**src/rtl/rft_pkg.sv**
```systemverilog
// shared types and constants for the first-match rule table
package rft_pkg;

	localparam int PORT_W     = 16;
	localparam int HIT_POS_W  = 6;
	localparam int REMOVED_W  = 7;

	typedef enum logic [1:0] {
		REQ_LOOKUP = 2'd0,
		REQ_INSERT = 2'd1,
		REQ_DELETE = 2'd2,
		REQ_NONE   = 2'd3
	} req_t;

	typedef enum logic [1:0] {
		ST_IDLE,
		ST_SCAN,
		ST_SHIFT,
		ST_PLACE
	} state_t;

	typedef struct packed {
		logic [31:0] src_addr;
		logic [31:0] src_mask;
		logic [31:0] dst_addr;
		logic [31:0] dst_mask;
		logic [31:0] src_ports;
		logic [31:0] dst_ports;
		logic [7:0]  proto;
		logic        action;
		logic [15:0] tag;
	} rule_t;

endpackage

```
**src/rtl/rft_match.sv**
```systemverilog
// compares one stored rule against the packet key
module rft_match (
	input  rft_pkg::rule_t                rule,
	input  logic [31:0]                   src_addr,
	input  logic [31:0]                   dst_addr,
	input  logic [rft_pkg::PORT_W-1:0]    src_port,
	input  logic [rft_pkg::PORT_W-1:0]    dst_port,
	input  logic [7:0]                    protocol,
	output logic                          hit
);

	localparam int PW = rft_pkg::PORT_W;

	logic src_ok;
	logic dst_ok;
	logic sp_ok;
	logic dp_ok;
	logic pr_ok;

	// address under mask
	assign src_ok = (src_addr & rule.src_mask) == (rule.src_addr & rule.src_mask);
	assign dst_ok = (dst_addr & rule.dst_mask) == (rule.dst_addr & rule.dst_mask);

	// port ranges, low in upper half, high in lower half
	assign sp_ok = (src_port >= rule.src_ports[2*PW-1:PW]) &&
		(src_port <= rule.src_ports[PW-1:0]);
	assign dp_ok = (dst_port >= rule.dst_ports[2*PW-1:PW]) &&
		(dst_port <= rule.dst_ports[PW-1:0]);

	// zero protocol is a wildcard
	assign pr_ok = (rule.proto == 8'd0) || (rule.proto == protocol);

	assign hit = src_ok && dst_ok && sp_ok && dp_ok && pr_ok;

endmodule

```
**config.mk**
```make
export PLATFORM = sky130hd
export DESIGN_NAME = rft_match
export DESIGN_NICKNAME = d
export VERILOG_FILES = /design/src/rtl/rft_pkg.sv /design/src/rtl/rft_match.sv
export SDC_FILE = /design/constraint.sdc
export NUM_CORES = 1
export LEC_CHECK = 0
export BUFFER_PORTS_ARGS = -buffer_cell sky130_fd_sc_hd__buf_2
export CORE_AREA = 10 10 117 119
export DETAILED_ROUTE_END_ITERATION = 10
export DIE_AREA = 0 0 127 129
export GPL_TIMING_DRIVEN = 0
export SLEW_MARGIN = 20
export SYNTH_ARGS = -nofsm -noshare
export SYNTH_HDL_FRONTEND = slang
export SYNTH_SLANG_ARGS = --single-unit
```
**constraint.sdc**
```tcl
create_clock -name vclk -period 5.7
set_clock_uncertainty 0.1 [all_clocks]
set_input_delay 0.855 -clock vclk [all_inputs]
set_output_delay 0.855 -clock vclk [all_outputs]
set_load 0.01 [all_outputs]
```
==> out/metrics.cfg, run 1 <==
[drt]
finalWirelength_um=13300
wl_met2_um=6810
met1_length_um=4820
first_pass_iters=4
avgRoutedWirePerCell_um=17.0
routed.top_layer=met5
via_count=3561
drc=0
ant_nets=0
via_per_inst=4.54
drt_iter0_drc=58
wl_met3_um=1550

[layout]
multi_input_area_mm2=0.00232
n_sequential_cell=0
drive_gt1_frac=0.483
final_cell_mix=buf_2 (305), xor2_1 (72), inv_1 (64), ha_1 (64), a21oi_1 (17)
final_nets=1027
fillers=1215
seqCellArea_um2=0
area_growth_pct=66.7
nClkBuffers=0
mostFrequentLayoutCell=buf_2
final_cell_area_mm2=0.00427

[min_path]
min_to=hit
hold-path-cell-count=6
min_from=dst_port[15]
min_path_type=in2out

[sta]
slew_viol_final=0
fin_crit_ns=4.07
slew_headroom=0.599
final-hold-violation-count=0
fmax_mhz=246
grt_setup_unrepaired=false
worst_pin_slew_ns=0.586
finalSetupViolCount=0
setup_tns_ns=0
finalCritPeriodShare=0.714

[setup_path]
worstSetupStartpointType=primary input
arrival_ns=3.11
critical_path_class=in2out
crit_path_max_fanout=2
cp.required_ns=4.74
end_kind=primary output

[pwr]
p_sw_mw=0.125
clock_power_share=0
intPower_mw=0.155
comb_power_share=1.000
ir_worst_vdd_mv=0.0372
power_density_mw_per_mm2=65.4
p_leak_nw=2.62
switching_share=0.446
seq_power_share=0

[placement]
gp_congestion=0.953
dpl_cell_area_mm2=0.00427
port_buffers=305
hpwl_um=12900

[floorplanning]
rows=39
dieArea_mm2=0.0164
core-area_mm2=0.0113
initial_core_util=0.226
die_x_um=127
die_h_um=129
io_pins=322

[cts]
postCtsHoldBufs=0
post_cts_buffers=0
cts_resized=0

[logic_synthesis]
synth_cell_types=26
synth_area_mm2=0.00256
yosysSeqAreaShare=0
postSynthAreaPerCell_um2=7.65
netlist_instances=335
synth_nets=720
synth-warning-count=0

[grt]
antenna_found_initial=4
grt_pass1_vias=4003
gr-total-overflow=0
grt_first_pass_wirelength_um=20100
grt_start_max_net_pins=4
grt_use_total=0.147

[flow_run]
drv_cap=0

[outcome]
outcome=finished, final reports clean

-- critical path, cell delays in order --
cell	delay (ns)
buf_2	0.10
inv_1	0.08
ha_1	0.22
nand2b_1	0.13
a2111oi_0	0.42
a2111oi_0	0.15
a2111oi_0	0.56
nor4_1	0.09
nor3_1	0.27
a2111oi_2	0.07
buf_2	0.16
-- through the flow --
step	util	hold slack (ns)	power [mW]	std cells	setup slack (ns)
floorplan	-	1.88	0.130	335	2.32
global placement	0.377	2.20	0.272	783	1.62
detailed placement	0.377	2.20	0.281	783	1.66
CTS	0.377	2.20	0.283	783	1.64
global route	0.377	2.24	0.316	784	1.54
finish	0.377	2.19	0.279	784	1.63
-- synthesized netlist by cell type --
cell type | instances | area [um2]
a2111oi_0 | 6 | 52.6
a2111oi_2 | 1 | 15.0
a211oi_1 | 3 | 22.5
a21o_1 | 8 | 60.1
a21oi_1 | 17 | 85.1
a221oi_1 | 14 | 123
a221oi_2 | 2 | 30.0
a22o_1 | 14 | 123
a22oi_1 | 5 | 37.5
a31oi_1 | 1 | 6.26
and3_1 | 1 | 6.26
ha_1 | 64 | 801
inv_1 | 64 | 240
nand2_1 | 11 | 41.3
nand2b_1 | 2 | 12.5
nand3_1 | 7 | 35.0
nand4_1 | 13 | 81.3
nor2_1 | 8 | 30.0
nor2b_1 | 2 | 12.5
nor3_1 | 5 | 25.0
nor3_2 | 1 | 10.0
nor4_1 | 5 | 31.3
o211ai_1 | 1 | 7.51
o21ai_0 | 7 | 35.0
or4_1 | 1 | 7.51
xor2_1 | 72 | 631
-- per-layer routing --
layer / GRT usage / vias to the layer above
met5: 0 / -
met4: 0.00804 / 6
met3: 0.0678 / 12
met2: 0.284 / 169
met1: 0.146 / 1549
li1: - / 1825
-- logic make-up (layout without fill, tap and decap cells) --
| family | Yosys count | after routing | synth area share |
|---|---|---|---|
| AO/OA/AOI/OAI | 79 | 79 | 0.233 |
| XOR/XNOR | 72 | 72 | 0.246 |
| adder cells (fa/ha/maj) | 64 | 64 | 0.313 |
| buffers and inverters | 64 | 369 | 0.0938 |
| other | 0 | 1 | 0 |
| AND/OR/NAND/NOR | 56 | 56 | 0.114 |
-- power by group through the flow --
stage | combinational (mW) | clock (mW) | sequential (mW)
after global placement | 0.272 | 0 | 0
after global routing | 0.316 | 0.0000000235 | 0
final | 0.279 | 0.0000000235 | 0
after detailed placement | 0.281 | 0 | 0
after floorplan | 0.130 | 0 | 0
after CTS | 0.283 | 0 | 0
-- layout make-up --
type,instances,area share
inverter,64,0.0563
tap,143,0.0419
multi-input combinational,271,0.544
timing repair buffer,305,0.358
antenna,1,0.000586
-- how the worst max path moves through the flow --
stage	from	to	slack, ns	cells after the start
floorplan	dst_port[0]	hit	2.32	9
global placement	dst_port[0]	hit	1.62	11
detailed placement	dst_port[0]	hit	1.66	11
CTS	dst_port[0]	hit	1.64	11
global route	dst_port[0]	hit	1.54	11
finish	dst_port[0]	hit	1.63	11
(Power assumes the default switching activity.)
==> inputs of run 2 (changes only) <==
--- a/config.mk
+++ b/config.mk
@@ -6,9 +6,9 @@
 export NUM_CORES = 1
 export LEC_CHECK = 0
 export BUFFER_PORTS_ARGS = -buffer_cell sky130_fd_sc_hd__buf_2
-export CORE_AREA = 10 10 117 119
+export CORE_AREA = 10 10 118 120
 export DETAILED_ROUTE_END_ITERATION = 10
-export DIE_AREA = 0 0 127 129
+export DIE_AREA = 0 0 128 130
 export GPL_TIMING_DRIVEN = 0
 export SLEW_MARGIN = 20
 export SYNTH_ARGS = -nofsm -noshare
==> constraint.sdc (replaced) <==
create_clock -name vclk -period 3.8
set_clock_uncertainty 0.1 [all_clocks]
set_input_delay 0.57 -clock vclk [all_inputs]
set_output_delay 0.57 -clock vclk [all_outputs]
set_load 0.01 [all_outputs]
==> out/metrics.cfg, run 2 (synthesis results as in run 1) <==
[outcome]
outcome=finished, final reports clean

[drt]
finalWirelength_um=13200
ant_nets=0
wl_met3_um=1690
drc=0
via_count=3496
drt_iter0_drc=71
met1_length_um=4680
first_pass_iters=4
avgRoutedWirePerCell_um=16.7
via_per_inst=4.43
routed.top_layer=met5
wl_met2_um=6770

[pwr]
power.total_mw=0.417
ir_worst_vdd_mv=0.0462
switching_share=0.446
power_density_mw_per_mm2=97.6
comb_power_share=1.000
p_leak_nw=2.62
intPower_mw=0.231
seq_power_share=0
p_sw_mw=0.186
clock_power_share=0

[setup_path]
cp_slowest_cell=a2111oi_0
cpMostUsedCell=a2111oi_0
slowest_delay_ns=0.64
critical_path_class=in2out
crit_family=compound AO/OA/AOI/OAI gates
crit_path_max_fanout=2
cp.required_ns=3.13
end_kind=primary output
path_cells=buf_2, inv_1, ha_1, nand2b_1, a2111oi_0, a2111oi_0, a2111oi_0, nor4_1, nor3_1, a2111oi_2, buf_2
worstSetupStartpointType=primary input
crit_buf_inv=3
arrival_ns=2.87

[grt]
gr-total-overflow=0
grt_use_total=0.147
grt_start_max_net_pins=4
antenna_found_initial=6
grt_first_pass_wirelength_um=19800
grt_pass1_vias=3939

[floorplanning]
io_pins=322
initial_core_util=0.219
die_h_um=130
rows=40
dieArea_mm2=0.0166
core-area_mm2=0.0117
die_x_um=128

[layout]
n_sequential_cell=0
nClkBuffers=0
mostFrequentLayoutCell=buf_2
final_cell_mix=buf_2 (305), xor2_1 (72), inv_1 (64), ha_1 (64), a21oi_1 (17)
drive_gt1_frac=0.483
seqCellArea_um2=0
final_cell_area_mm2=0.00428
final_nets=1027
area_growth_pct=67.1
multi_input_area_mm2=0.00232
fillers=1304

[min_path]
min_path_type=in2out
min_from=dst_port[15]
min_to=hit
hold-path-cell-count=6

[placement]
dpl_cell_area_mm2=0.00427
port_buffers=305
gp_congestion=0.826
hpwl_um=12800

[sta]
grt_setup_unrepaired=false
worst_pin_slew_ns=0.698
setup_tns_ns=0
finalSetupViolCount=0
finalCritPeriodShare=0.931
fin_crit_ns=3.54
slew_viol_final=0
fmax_mhz=283
final-hold-violation-count=0
slew_headroom=0.523
holdWs_ns=1.65

[cts]
postCtsHoldBufs=0
cts_resized=0
post_cts_buffers=0

[flow_run]
drv_cap=0

==> run 2: cell count changes in the layout (fill, tap and decap cells not counted), sizes merged <==
cell | before | now
diode | 1 | 3
==> run 2: area by class of cell <==
type / instances / area share
Multi-Input combinational cell: 271 / 0.542
Timing Repair Buffer: 305 / 0.357
Inverter: 64 / 0.0561
Tap cell: 147 / 0.0430
Antenna cell: 3 / 0.00175
==> run 2: how the worst max path moves through the flow <==
| stage | start | to | cells past startpoint |
|---|---|---|---|
| 5_1_grt | dst_port[0] | hit | 11 |
| 3_3_place_gp | dst_port[0] | hit | 11 |
| 6_report | dst_port[0] | hit | 11 |
| 4_1_cts | dst_port[0] | hit | 11 |
| 3_5_place_dp | dst_port[0] | hit | 11 |
| 2_1_floorplan | dst_port[0] | hit | 9 |
==> run 2: power by group through the flow <==
| stage | sequential (mW) | combinational, mW | clock [mW] |
|---|---|---|---|
| final | 0 | 0.417 | 0.000000106 |
| after global routing | 0 | 0.479 | 0 |
| after detailed placement | 0 | 0.420 | 0 |
| after floorplan | 0 | 0.195 | 0 |
| after global placement | 0 | 0.415 | 0 |
| after CTS | 0 | 0.423 | 0 |
==> run 2: metal layers <==
metal	global-route usage	vias to the layer above
met3	0.0738	8
met4	0.00464	6
met1	0.146	1488
li1	-	1828
met5	0	-
met2	0.281	166
==> run 2: per-stage QoR <==
stage                     utilization  setup slack (ns)  instances
after floorplan                     -             0.989        335
after global placement          0.365             0.230        787
after detailed placement        0.365             0.287        787
after CTS                       0.365             0.266        787
after global routing            0.365            0.0160        787
final                           0.365             0.262        790
